<file path="src/hdl/masked_boxcar_smoother_unit_assert.svh">
// Assertion macros for the boxcar smoother
`ifndef MASKED_BOXCAR_SMOOTHER_UNIT_ASSERT_SVH
`define MASKED_BOXCAR_SMOOTHER_UNIT_ASSERT_SVH

// same-cycle implication
`define MBS_ASSERT_IMPL(lbl, clk, rst, ante, cons, msg) \
   lbl: assert property (@(posedge clk) disable iff (rst) (ante) |-> (cons)) else $error(msg);

// next-cycle implication
`define MBS_ASSERT_NEXT(lbl, clk, rst, ante, cons, msg) \
   lbl: assert property (@(posedge clk) disable iff (rst) (ante) |=> (cons)) else $error(msg);

`endif

</file>
<file path="src/hdl/mbs_pkg.sv">
package mbs_pkg;

   localparam int QUAL_W = 8;
   localparam int POS_W  = 24;
   localparam int WIN_W  = 7;
   localparam int CSR_W  = 24;
   localparam int CSR_IDX_W = 2;

   typedef enum logic [CSR_IDX_W-1:0] {
      CSR_WINDOW_LENGTH = 2'd0,
      CSR_SERIES_LENGTH = 2'd1,
      CSR_QUALITY_MASK  = 2'd2,
      CSR_USE_QUALITY   = 2'd3
   } csr_index_type;

endpackage

</file>
<file path="src/hdl/mbs_req_if.sv">
interface mbs_req_if
   import mbs_pkg::*;
#(
   parameter int SAMPLE_BITS = 32
);
   logic                          valid;
   logic                          ready;
   logic signed [SAMPLE_BITS-1:0] sample_value;
   logic [QUAL_W-1:0]             quality_byte;
   logic                          sample_bad;

   modport source (output valid, sample_value, quality_byte, sample_bad, input ready);
   modport sink (input valid, sample_value, quality_byte, sample_bad, output ready);
endinterface

</file>
<file path="src/hdl/mbs_rsp_if.sv">
interface mbs_rsp_if
   import mbs_pkg::*;
#(
   parameter int SAMPLE_BITS = 32
);
   logic                          valid;
   logic                          ready;
   logic signed [SAMPLE_BITS-1:0] smoothed_value;
   logic [POS_W-1:0]              position;
   logic                          last_of_run;
   logic                          length_error;

   modport source (output valid, smoothed_value, position, last_of_run, length_error,
                   input ready);
   modport sink (input valid, smoothed_value, position, last_of_run, length_error,
                 output ready);
endinterface

</file>
<file path="src/hdl/masked_boxcar_smoother_unit.sv">
// Masked boxcar smoother.
// req_if: one sample per transfer (value, quality byte, bad flag). rsp_if: results
// carrying the smoothed or passed-through value, its series position, a last flag on
// the final position of the series and a length error flag.
// csr_*: register writes (window, series length, quality mask, quality select); any
// write restarts the series. Write only while the block is idle.
// Samples sit in a sample memory with one write and one read port (registered read); good bits, the window
// sum and the good count sit in flip-flops.
// A sample that emits nothing returns to idle without a divide; one that emits a mean
// runs the serial divider, which sets how long it takes. The last sample of a series
// flushes up to window/2 + 1 positions, each with at most one divide plus memory reads.
// req_if.ready is high only while the sequencer is idle; one result waits in the
// output register while the next sample is taken, and the sequencer holds when the
// receiver stalls with a result still pending.
// Reset is synchronous: registers return to their reset values, the series restarts,
// no memory clearing is needed.
module masked_boxcar_smoother_unit
   import mbs_pkg::*;
#(
   parameter int MAX_WINDOW  = 64,
   parameter int SAMPLE_BITS = 32
) (
   input  logic                 clock,
   input  logic                 reset,
   mbs_req_if.sink              req_if,
   mbs_rsp_if.source            rsp_if,
   input  logic                 csr_we,
   input  logic [CSR_IDX_W-1:0] csr_index,
   input  logic [CSR_W-1:0]     csr_data
);

   localparam int RW    = $clog2(MAX_WINDOW);
   localparam int CW    = $clog2(MAX_WINDOW + 1);
   localparam int SUM_W = SAMPLE_BITS + $clog2(MAX_WINDOW);
   localparam int DCW   = $clog2(SUM_W + 1);

   typedef enum logic [10:0] {
      S_IDLE = 11'b00000000001,
      S_TRD  = 11'b00000000010,
      S_PASS = 11'b00000000100,
      S_DIV  = 11'b00000001000,
      S_OUT  = 11'b00000010000,
      S_RMV  = 11'b00000100000,
      S_SUB  = 11'b00001000000,
      F_EVAL = 11'b00010000000,
      F_SUB  = 11'b00100000000,
      F_EMIT = 11'b01000000000,
      F_NEXT = 11'b10000000000
   } state_type;

   function automatic logic [RW-1:0] ring_back(input logic [RW-1:0] ptr,
                                               input logic [CW-1:0] k);
      logic [CW:0] pe;
      logic [CW:0] res;
      pe = (CW+1)'(ptr);
      if (pe >= (CW+1)'(k)) res = pe - (CW+1)'(k);
      else res = pe + (CW+1)'(MAX_WINDOW) - (CW+1)'(k);
      return res[RW-1:0];
   endfunction

   function automatic logic signed [SUM_W-1:0] sext(input logic [SAMPLE_BITS-1:0] v);
      return {{(SUM_W-SAMPLE_BITS){v[SAMPLE_BITS-1]}}, v};
   endfunction

   state_type state_ff;

   // configuration
   logic [WIN_W-1:0]  window_ff;
   logic [POS_W-1:0]  series_ff;
   logic [QUAL_W-1:0] qmask_ff;
   logic              use_q_ff;

   // series state
   logic [SAMPLE_BITS-1:0] ring_mem [MAX_WINDOW];
   logic [SAMPLE_BITS-1:0] rdata_ff;
   logic [MAX_WINDOW-1:0]  good_ff;
   logic signed [SUM_W-1:0] sum_ff;
   logic [CW-1:0]          count_ff;
   logic [POS_W-1:0]       index_ff;
   logic [POS_W-1:0]       next_emit_ff;
   logic [RW-1:0]          wr_ptr_ff;

   // per-item context
   logic [CW-1:0]          w_ff;
   logic [POS_W-1:0]       n_ff;
   logic [RW-1:0]          cur_ptr_ff;
   logic [RW-1:0]          t_slot_ff;
   logic [POS_W-1:0]       start_ff;
   logic                   rmv_en_ff;
   logic                   triv_ff;
   logic                   flush_ff;
   logic [CW-1:0]          d_ff;
   logic                   snap_v_ff;
   logic signed [SUM_W-1:0] snap_s_ff;
   logic [CW-1:0]          snap_c_ff;

   // divider
   logic [SUM_W-1:0] div_quo_ff;
   logic [CW-1:0]    div_rem_ff;
   logic [CW-1:0]    div_den_ff;
   logic             div_neg_ff;
   logic [DCW-1:0]   div_cnt_ff;

   // result being built
   logic [SAMPLE_BITS-1:0] res_val_ff;
   logic [POS_W-1:0]       res_pos_ff;
   logic                   res_last_ff;
   logic                   res_err_ff;

   // output register
   logic [SAMPLE_BITS-1:0] out_val_ff;
   logic [POS_W-1:0]       out_pos_ff;
   logic                   out_last_ff;
   logic                   out_err_ff;
   logic                   rsp_valid_ff;

   // accept-side decode
   logic [CW-1:0]    w_eff;
   logic [POS_W-1:0] n_eff;
   logic             good;
   logic [POS_W+1:0] i_x;
   logic [POS_W+1:0] w_x;
   logic [POS_W+1:0] t_i;
   logic [POS_W+1:0] t_n;
   logic             early;
   logic             last;
   logic             trivial;
   logic             len_err;
   logic [POS_W-1:0] start_base;
   logic             accept;

   always_comb begin
      if (window_ff == '0) w_eff = CW'(1);
      else if (window_ff > WIN_W'(MAX_WINDOW)) w_eff = CW'(MAX_WINDOW);
      else w_eff = CW'(window_ff);
      n_eff   = (series_ff == '0) ? POS_W'(1) : series_ff;
      good    = use_q_ff ? ((req_if.quality_byte & qmask_ff) == '0) : !req_if.sample_bad;
      i_x     = (POS_W+2)'(index_ff);
      w_x     = (POS_W+2)'(w_eff);
      early   = (i_x + 1) < w_x;
      t_i     = early ? ((i_x + 1) >> 1) : (i_x - (w_x >> 1));
      t_n     = ((i_x + 1) < (w_x - 1)) ? ((i_x + 2) >> 1) : (i_x + 1 - (w_x >> 1));
      last    = (i_x + 1) >= (POS_W+2)'(n_eff);
      trivial = (w_eff == CW'(1)) || (n_eff <= POS_W'(1)) || (w_x > (POS_W+2)'(n_eff));
      len_err = (w_eff > CW'(1)) && (n_eff > POS_W'(1)) && (w_x > (POS_W+2)'(n_eff));
      start_base = n_eff - POS_W'(1) - POS_W'(w_eff >> 1);
   end

   assign accept = req_if.valid && req_if.ready;
   assign req_if.ready = (state_ff == S_IDLE);

   // flush-side decode
   logic [CW-1:0]    f_m;
   logic [POS_W-1:0] f_p;
   logic [RW-1:0]    f_p_slot;
   logic [RW-1:0]    f_d_slot;
   logic [RW-1:0]    r_slot;
   logic             f_cond;
   logic             f_complete;

   always_comb begin
      f_m        = CW'((CW+1)'(d_ff) + 1 >> 1);
      f_p        = n_ff - POS_W'(1) - POS_W'(f_m);
      f_p_slot   = ring_back(cur_ptr_ff, f_m);
      f_d_slot   = ring_back(cur_ptr_ff, d_ff);
      r_slot     = ring_back(cur_ptr_ff, w_ff - CW'(1));
      f_cond     = (count_ff > CW'(1)) && good_ff[f_p_slot];
      f_complete = d_ff[0] || (d_ff == '0);
   end

   // sample memory, one write and one read per cycle
   logic [RW-1:0] rd_addr;
   always_comb begin
      unique case (state_ff)
         S_TRD:   rd_addr = t_slot_ff;
         S_RMV:   rd_addr = r_slot;
         F_EVAL:  rd_addr = f_d_slot;
         F_EMIT:  rd_addr = f_p_slot;
         default: rd_addr = t_slot_ff;
      endcase
   end

   always_ff @(posedge clock) begin
      if (accept && !trivial) begin
         ring_mem[wr_ptr_ff] <= req_if.sample_value;
      end
      rdata_ff <= ring_mem[rd_addr];
   end

   // divider step
   logic [CW:0]      div_trial;
   logic [SUM_W-1:0] div_res;
   assign div_trial = {div_rem_ff, div_quo_ff[SUM_W-1]} - {1'b0, div_den_ff};
   assign div_res   = div_neg_ff ? (SUM_W'(0) - div_quo_ff) : div_quo_ff;

   logic out_free;
   assign out_free = !rsp_valid_ff || rsp_if.ready;

   always_ff @(posedge clock) begin
      if (reset) begin
         state_ff     <= S_IDLE;
         window_ff    <= WIN_W'(2);
         series_ff    <= '0;
         qmask_ff     <= '0;
         use_q_ff     <= 1'b0;
         good_ff      <= '0;
         sum_ff       <= '0;
         count_ff     <= '0;
         index_ff     <= '0;
         next_emit_ff <= '0;
         wr_ptr_ff    <= '0;
         rsp_valid_ff <= 1'b0;
         triv_ff      <= 1'b0;
         flush_ff     <= 1'b0;
         snap_v_ff    <= 1'b0;
         div_cnt_ff   <= '0;
      end else begin
         if (state_ff == S_OUT && out_free) begin
            rsp_valid_ff <= 1'b1;
            out_val_ff   <= res_val_ff;
            out_pos_ff   <= res_pos_ff;
            out_last_ff  <= res_last_ff;
            out_err_ff   <= res_err_ff;
         end else if (rsp_if.ready) begin
            rsp_valid_ff <= 1'b0;
         end

         if (csr_we) begin
            case (csr_index_type'(csr_index))
               CSR_WINDOW_LENGTH: window_ff <= csr_data[WIN_W-1:0];
               CSR_SERIES_LENGTH: series_ff <= csr_data[POS_W-1:0];
               CSR_QUALITY_MASK:  qmask_ff  <= csr_data[QUAL_W-1:0];
               CSR_USE_QUALITY:   use_q_ff  <= csr_data[0];
               default: ;
            endcase
            good_ff      <= '0;
            sum_ff       <= '0;
            count_ff     <= '0;
            index_ff     <= '0;
            next_emit_ff <= '0;
            wr_ptr_ff    <= '0;
         end

         unique case (state_ff)
            S_IDLE: begin
               if (accept) begin
                  w_ff      <= w_eff;
                  n_ff      <= n_eff;
                  index_ff  <= last ? '0 : POS_W'(i_x + 1);
                  triv_ff   <= trivial;
                  flush_ff  <= last && !trivial;
                  rmv_en_ff <= !early;
                  if (trivial) begin
                     res_val_ff  <= req_if.sample_value;
                     res_pos_ff  <= index_ff;
                     res_last_ff <= last;
                     res_err_ff  <= len_err;
                     state_ff    <= S_OUT;
                  end else begin
                     res_err_ff <= 1'b0;
                     good_ff[wr_ptr_ff] <= good;
                     if (good) begin
                        sum_ff   <= sum_ff + sext(req_if.sample_value);
                        count_ff <= count_ff + CW'(1);
                     end
                     cur_ptr_ff <= wr_ptr_ff;
                     wr_ptr_ff  <= (wr_ptr_ff == RW'(MAX_WINDOW - 1)) ? '0
                                                                      : wr_ptr_ff + RW'(1);
                     t_slot_ff  <= early ? RW'(t_i) : ring_back(wr_ptr_ff, w_eff >> 1);
                     res_pos_ff  <= POS_W'(t_i);
                     res_last_ff <= 1'b0;
                     start_ff    <= (next_emit_ff > start_base) ? next_emit_ff : start_base;
                     d_ff        <= w_eff - CW'(1);
                     snap_v_ff   <= 1'b0;
                     if (last) begin
                        state_ff <= F_EVAL;
                     end else if (t_i != t_n) begin
                        next_emit_ff <= POS_W'(t_i + 1);
                        state_ff     <= S_TRD;
                     end else begin
                        state_ff <= S_RMV;
                     end
                  end
               end
            end
            S_TRD: begin
               if (good_ff[t_slot_ff] && count_ff > CW'(1)) begin
                  div_quo_ff <= sum_ff[SUM_W-1] ? SUM_W'(-sum_ff) : SUM_W'(sum_ff);
                  div_neg_ff <= sum_ff[SUM_W-1];
                  div_den_ff <= count_ff;
                  div_rem_ff <= '0;
                  div_cnt_ff <= DCW'(SUM_W);
                  state_ff   <= S_DIV;
               end else begin
                  state_ff <= S_PASS;
               end
            end
            S_PASS: begin
               res_val_ff <= rdata_ff;
               state_ff   <= S_OUT;
            end
            S_DIV: begin
               if (div_cnt_ff == '0) begin
                  res_val_ff <= div_res[SAMPLE_BITS-1:0];
                  state_ff   <= S_OUT;
               end else begin
                  if (!div_trial[CW]) begin
                     div_rem_ff <= div_trial[CW-1:0];
                     div_quo_ff <= {div_quo_ff[SUM_W-2:0], 1'b1};
                  end else begin
                     div_rem_ff <= {div_rem_ff[CW-2:0], div_quo_ff[SUM_W-1]};
                     div_quo_ff <= {div_quo_ff[SUM_W-2:0], 1'b0};
                  end
                  div_cnt_ff <= div_cnt_ff - DCW'(1);
               end
            end
            S_OUT: begin
               if (out_free) begin
                  if (triv_ff) state_ff <= S_IDLE;
                  else if (flush_ff) state_ff <= F_NEXT;
                  else state_ff <= S_RMV;
               end
            end
            S_RMV: begin
               if (rmv_en_ff && good_ff[r_slot] && count_ff != '0) state_ff <= S_SUB;
               else state_ff <= S_IDLE;
            end
            S_SUB: begin
               sum_ff   <= sum_ff - sext(rdata_ff);
               count_ff <= count_ff - CW'(1);
               state_ff <= S_IDLE;
            end
            F_EVAL: begin
               // later window of the pair wins when it qualifies
               if (!d_ff[0] || f_cond) begin
                  snap_v_ff <= f_cond;
                  snap_s_ff <= sum_ff;
                  snap_c_ff <= count_ff;
               end
               if (good_ff[f_d_slot] && count_ff != '0) state_ff <= F_SUB;
               else state_ff <= F_EMIT;
            end
            F_SUB: begin
               sum_ff   <= sum_ff - sext(rdata_ff);
               count_ff <= count_ff - CW'(1);
               state_ff <= F_EMIT;
            end
            F_EMIT: begin
               if (f_complete && f_p >= start_ff) begin
                  res_pos_ff  <= f_p;
                  res_last_ff <= (f_m == '0);
                  if (snap_v_ff) begin
                     div_quo_ff <= snap_s_ff[SUM_W-1] ? SUM_W'(-snap_s_ff) : SUM_W'(snap_s_ff);
                     div_neg_ff <= snap_s_ff[SUM_W-1];
                     div_den_ff <= snap_c_ff;
                     div_rem_ff <= '0;
                     div_cnt_ff <= DCW'(SUM_W);
                     state_ff   <= S_DIV;
                  end else begin
                     state_ff <= S_PASS;
                  end
               end else begin
                  state_ff <= F_NEXT;
               end
            end
            F_NEXT: begin
               if (d_ff == '0) begin
                  good_ff      <= '0;
                  sum_ff       <= '0;
                  count_ff     <= '0;
                  next_emit_ff <= '0;
                  wr_ptr_ff    <= '0;
                  state_ff     <= S_IDLE;
               end else begin
                  d_ff     <= d_ff - CW'(1);
                  state_ff <= F_EVAL;
               end
            end
            default: state_ff <= S_IDLE;
         endcase
      end
   end

   assign rsp_if.valid          = rsp_valid_ff;
   assign rsp_if.smoothed_value = out_val_ff;
   assign rsp_if.position       = out_pos_ff;
   assign rsp_if.last_of_run    = out_last_ff;
   assign rsp_if.length_error   = out_err_ff;

`include "masked_boxcar_smoother_unit_assert.svh"

   `MBS_ASSERT_NEXT(a_div_countdown, clock, reset,
      (state_ff == S_DIV && div_cnt_ff != '0), (div_cnt_ff == $past(div_cnt_ff) - DCW'(1)),
      "divider step count did not advance")
   `MBS_ASSERT_IMPL(a_flush_clears, clock, reset,
      (state_ff == S_IDLE && $past(state_ff) == F_NEXT),
      (count_ff == '0 && sum_ff == '0 && good_ff == '0), "flush left window state behind")
   `MBS_ASSERT_IMPL(a_count_bound, clock, reset, 1'b1, (count_ff <= CW'(MAX_WINDOW)),
      "good count exceeds window capacity")

endmodule
</file>
<file path="src/flat_wrapper.sv">
// flat-port wrapper written by rule: the top's interface ports become plain ports
module masked_boxcar_smoother_unit_flat import mbs_pkg::*;
#(
   parameter int MAX_WINDOW  = 64,
   parameter int SAMPLE_BITS = 32
)
  (clock, reset, csr_we, csr_index, csr_data, req_if_valid, req_if_sample_value, req_if_quality_byte, req_if_sample_bad, req_if_ready, rsp_if_valid, rsp_if_smoothed_value, rsp_if_position, rsp_if_last_of_run, rsp_if_length_error, rsp_if_ready);
  mbs_req_if #(.SAMPLE_BITS(SAMPLE_BITS)) req_if_i ();
  mbs_rsp_if #(.SAMPLE_BITS(SAMPLE_BITS)) rsp_if_i ();
  input  logic clock;
  input  logic reset;
  input  logic csr_we;
  input  logic [CSR_IDX_W-1:0] csr_index;
  input  logic [CSR_W-1:0] csr_data;
  input wire logic [$bits(req_if_i.valid)-1:0] req_if_valid;
  input wire logic [$bits(req_if_i.sample_value)-1:0] req_if_sample_value;
  input wire logic [$bits(req_if_i.quality_byte)-1:0] req_if_quality_byte;
  input wire logic [$bits(req_if_i.sample_bad)-1:0] req_if_sample_bad;
  output wire logic [$bits(req_if_i.ready)-1:0] req_if_ready;
  output wire logic [$bits(rsp_if_i.valid)-1:0] rsp_if_valid;
  output wire logic [$bits(rsp_if_i.smoothed_value)-1:0] rsp_if_smoothed_value;
  output wire logic [$bits(rsp_if_i.position)-1:0] rsp_if_position;
  output wire logic [$bits(rsp_if_i.last_of_run)-1:0] rsp_if_last_of_run;
  output wire logic [$bits(rsp_if_i.length_error)-1:0] rsp_if_length_error;
  input wire logic [$bits(rsp_if_i.ready)-1:0] rsp_if_ready;
  assign req_if_i.valid = req_if_valid;
  assign req_if_i.sample_value = req_if_sample_value;
  assign req_if_i.quality_byte = req_if_quality_byte;
  assign req_if_i.sample_bad = req_if_sample_bad;
  assign req_if_ready = req_if_i.ready;
  assign rsp_if_valid = rsp_if_i.valid;
  assign rsp_if_smoothed_value = rsp_if_i.smoothed_value;
  assign rsp_if_position = rsp_if_i.position;
  assign rsp_if_last_of_run = rsp_if_i.last_of_run;
  assign rsp_if_length_error = rsp_if_i.length_error;
  assign rsp_if_i.ready = rsp_if_ready;
  masked_boxcar_smoother_unit #(.MAX_WINDOW(MAX_WINDOW), .SAMPLE_BITS(SAMPLE_BITS)) u_core (.clock(clock), .reset(reset), .req_if(req_if_i), .rsp_if(rsp_if_i), .csr_we(csr_we), .csr_index(csr_index), .csr_data(csr_data));
endmodule
</file>
<file path="config.mk">
export PLATFORM = sky130hd
export DESIGN_NAME = masked_boxcar_smoother_unit_flat
export DESIGN_NICKNAME = d
export VERILOG_FILES = /design/src/hdl/mbs_pkg.sv /design/src/hdl/mbs_req_if.sv /design/src/hdl/mbs_rsp_if.sv /design/src/hdl/masked_boxcar_smoother_unit.sv /design/src/flat_wrapper.sv
export VERILOG_INCLUDE_DIRS = /design/src /design/src/hdl
export SDC_FILE = /design/constraint.sdc
export NUM_CORES = 2
export LEC_CHECK = 0
export BUFFER_PORTS_ARGS = -buffer_cell sky130_fd_sc_hd__buf_4
export CORE_UTILIZATION = 49
export DETAILED_ROUTE_END_ITERATION = 10
export PLACE_DENSITY_LB_ADDON = 0.1
export SLEW_MARGIN = 10
export SYNTH_ARGS = -nofsm -noshare
export SYNTH_HDL_FRONTEND = slang
export SYNTH_SLANG_ARGS = --single-unit
</file>
<file path="constraint.sdc">
create_clock -name clock -period 18.3 [get_ports clock]
set_input_delay 0.915 -clock clock [delete_from_list [all_inputs] [get_ports clock]]
set_output_delay 0.915 -clock clock [all_outputs]
set_load 0.02 [all_outputs]
</file>
==> metrics list <==
- A synthesized cell averages 11.6 um^2.
* Share of synthesized registers carrying an async set or reset: 0
- Pwr Density: roughly 120 nW/um^2
* RSZ-0062 raised after global routing: false
- Worst reg2reg path startpoint: u_core.index_ff[1]
* Gate count after technology mapping: 10,300
- Biggest cell delay along the critical path: roughly 0.78 ns
- Walking the worst path, the cells encountered are ha_1 > nand3_1 > or4_1 > nor2_1 > nor2_1 > nor2_1 > inv_1 > ha_1 > nand4_1 > nor3_1 > o2111ai_1 > o211ai_1 > or2_2 > a21oi_1 > xnor2_1 > a2111oi_0 > a31oi_1 > a311oi_2 > nand4_4 > a311o_1 > o22ai_1.
- Effective utilization at floorplan: 0.494
* DRC viols: 0
- From synthesis to final layout, the design area changed by 11.9%.
- Derived from the worst setup path, the maximum achievable clock frequency is 126 MHz.
- In this run the vertical extent of the chip is 496 um.
* Vias in the first global route: around 80,000
- In the synthesized netlist the dominant register cell turns out to be sky130_fd_sc_hd__edfxtp_1.
* Endpoint required time on the critical path: 19.09 ns
- Across the VDD grid, the largest voltage drop is 0.0864 mV.
- FILL cells: around 20,000
- Critical Path Slowest Stage Cell: sky130_fd_sc_hd__or4_1
- Post-route clock skew: 0.0979 ns
- Across the run, the number of max-cap violations was 0.
- Leading cell types in the layout, fill and taps excluded: sky130_fd_sc_hd__nand2_1, sky130_fd_sc_hd__edfxtp_1, sky130_fd_sc_hd__and3_1, sky130_fd_sc_hd__a21oi_1, sky130_fd_sc_hd__nand3_1
- During placement, the flow inserted port buffers numbering 131.
- Later-pin clock latency in the skew report: 0.97 ns
* TritonCTS Buffers: 296
* Final net count: between 10,000 and 15,000
- The total overflow left after global routing is 0.
* Antenna violations before repair: 18
* Maximum clock path buffer count: 4
- After detailed routing, no signal wire sits above met5.
- The final max-slew violation count is 0.
- Startpoint Class: flop
- The first global-routing pass estimated 555 mm of wire.
* Depth of the most critical reg-to-reg path: 21
- Synthesis instantiated 101 different standard cells from the library.
- Setup total negative slack on the finished layout was measured at 0 ns.
* Clock tree root buffer cell: sky130_fd_sc_hd__clkbuf_16
* EDFF count, synth: roughly 2,300
- TritonCTS built the clock tree.
- Wire length on met3: 34.8 mm
- Synthesized cell area: 119,000 um^2
- Hold WC Path Type: primary input to flop
- Critical path data arrival time: between 8 and 9 ns
- Routability-driven placement finished with a final weighted congestion of 0.971.
- Number of primary I/O pins: 132
* Most frequent CP cell: sky130_fd_sc_hd__nor2_1
- The first TritonRoute pass finished after 8 iterations.
- Sequential element share of the synthesized area: 0.631
- Setup violation total in the final timing report: 0
* Number of DRC violations after detailed-routing iteration 0: approximately 10,000
- Fraction of layout instances using a drive strength above 1: 0.0969
- Reg-to-Reg End: u_core.next_emit_ff[0]
* Die width: 496 um
* Number of clock sinks: approximately 2,600
- The design draws 16.0 mW.
- Summing over every cut layer, the via total after detailed routing is 86,100.
* Clock transition at the registers of the reported paths: 0.06 ns
* Total global routing track utilization: 0.308
- Count of standard-cell rows: 180
* Detailed-route wire length: 385 mm
- Along the worst path, the maximum fanout reaches 22.
* Register-to-register setup slack: 10.36 ns
- After detailed routing, the average wire length per cell comes to 28.1 um.
- Once layout is complete, the utilization of the core stands at 0.553.
- Measured against its own limit, the worst slew margin works out to 0.118.
- Crit. Startpoint: u_core.index_ff[1]
- Maximum number of pins on one net before global-route repair: 165
* Mean number of vias per cell: 6.28
- After synthesis the netlist holds a flip-flop and latch count of 2,592.
- Yosys Warn Count: 0
- Final-report hold violation count: 0
- The H-tree was split into 5 levels.
- Final critical-path required period: between 7 and 8 ns
* Half-perimeter wire length after detailed placement: approximately 230 mm
* Number of buffers inserted by hold repair at cts: 0
- Tcrit/Tclk final: 0.434
- WL met1: 158 mm
- Leading cell type in the layout, fill and taps excluded: sky130_fd_sc_hd__nand2_1
- The setup path with the least slack is of type flop to flop.
- The routed design uses 173 mm of met2 wire.
- The region available for standard cell placement spans 241,000 um^2.
- Number of gates resized after cts: 0
- Post-CTS timing repair inserted 0 buffers for setup.
* Worst Setup End Kind: flop
- The critical path ends at u_core.next_emit_ff[0].
* Final ANT Viol Nets: 0
* Total leakage power: 47.8 nW
- Die area: 246,000 um^2
- Status: completed
- The worst hold path begins at csr_data[18].
- For the pin with the worst max-slew slack, the measured transition is 1.32 ns.
## stage by stage
| stage | instance area (um^2) | worst slack (ns) | hold slack [ns] | std cells |
|---|---|---|---|---|
| finish | 134000 | 10.36 | 0.258 | 13700 |
| floorplan | 119000 | 11.24 | 0.400 | 10400 |
| detailed placement | 124000 | 10.66 | 0.405 | 13200 |
| global route | 134000 | 10.07 | 0.234 | 13700 |
| global placement | 124000 | 9.93 | 0.402 | 13200 |
| CTS | 134000 | 10.61 | 0.202 | 13700 |
## Yosys cell counts (52+ instances only)
library cell,instances,area [um^2]
sky130_fd_sc_hd__nand2_1,2449,9190
sky130_fd_sc_hd__edfxtp_1,2336,70100
sky130_fd_sc_hd__clkbuf_1,596,2240
sky130_fd_sc_hd__and3_1,413,2580
sky130_fd_sc_hd__nor2_1,401,1510
sky130_fd_sc_hd__a21oi_1,355,1780
sky130_fd_sc_hd__nand3_1,348,1740
sky130_fd_sc_hd__a31oi_1,322,2010
sky130_fd_sc_hd__a311oi_1,259,2270
sky130_fd_sc_hd__dfxtp_1,256,5120
sky130_fd_sc_hd__ha_1,252,3150
sky130_fd_sc_hd__o21ai_0,243,1220
sky130_fd_sc_hd__a211oi_1,216,1620
sky130_fd_sc_hd__inv_1,215,807
sky130_fd_sc_hd__xnor2_1,204,1790
sky130_fd_sc_hd__xor2_1,152,1330
sky130_fd_sc_hd__nor3_1,137,686
sky130_fd_sc_hd__a22oi_1,124,931
sky130_fd_sc_hd__a21o_1,99,743
sky130_fd_sc_hd__mux4_2,81,1820
sky130_fd_sc_hd__buf_1,67,251
sky130_fd_sc_hd__or3_1,61,382
sky130_fd_sc_hd__mux2i_1,52,521
## worst max-delay path, delay by kind of cell, from the launching register on
kind / cells / cell delay, ns
xor+xnor: 1 / 0.16
flops: 1 / 0.57
fa+ha+maj: 2 / 0.67
buf+inv: 1 / 0.11
compound gates: 8 / 3.18
simple gates: 9 / 3.12
## report_power, final
group | switching [mW] | leakage [nW] | internal [mW]
combinational | 2.42 | 20.1 | 1.04
sequential | 0.169 | 23.1 | 6.61
clock | 2.35 | 4.58 | 3.44
total | 4.93 | 47.8 | 11.1
## metal layers
layer	vias up	GRT usage
met5	-	0
met4	2	0.140
met3	776	0.0518
met2	4274	0.474
met1	42900	0.428
li1	38200	-
## flip-flops by register name, indices dropped and copies added, names as in the netlist, 8 cells and up
register and flops:
u_core.good_ff 64, u_core.n_ff 24, u_core.series_ff 24, u_core.res_pos_ff 24, u_core.div_quo_ff 38, u_core.qmask_ff 8
u_core.rdata_ff 32, u_core.rsp_if.smoothed_value 32, u_core.sum_ff 38, u_core.index_ff 24, u_core.start_ff 24, u_core.snap_s_ff 38
u_core.res_val_ff 32, u_core.rsp_if.position 24, u_core.ring_mem 2048, u_core.next_emit_ff 24, u_core.state_ff 11
## final cells by class
class | count | area (um^2) | area share
sequential | 2592 | 75300 | 0.563
multi-input combinational | 6843 | 41300 | 0.309
clock buffer | 366 | 7930 | 0.0594
tap | 3185 | 3990 | 0.0298
timing repair buffer | 354 | 2820 | 0.0211
clock inverter | 146 | 1430 | 0.0107
inverter | 220 | 826 | 0.00618
antenna | 7 | 17.5 | 0.000131
## worst min-delay path by stage
stage / to / depth (start not counted) / slack [ns]
finish: u_core.series_ff[18] / 3 / 0.26
global route: u_core.series_ff[10] / 3 / 0.23
CTS: u_core.series_ff[8] / 3 / 0.20
detailed placement: u_core.rsp_if.smoothed_value[13] / 0 / 0.40
global placement: u_core.rsp_if.smoothed_value[24] / 0 / 0.40
floorplan: u_core.rsp_if.last_of_run / 0 / 0.40
## cell families (layout without fill, tap and decap cells)
family | count (synthesis) | count (layout) | synth area share
xor gates and xnor gates | 358 | 358 | 0.0265
and+or+nand+nor | 4119 | 4119 | 0.154
DFF | 2592 | 2592 | 0.631
buffers and inverters | 915 | 1086 | 0.0295
adders and majority gates | 263 | 263 | 0.0283
other | 1 | 24 | 0.0000314
AOI/OAI and AO/OA | 1949 | 1949 | 0.112
muxes | 137 | 137 | 0.0200
No activity file was read; power rests on OpenSTA's default activity.
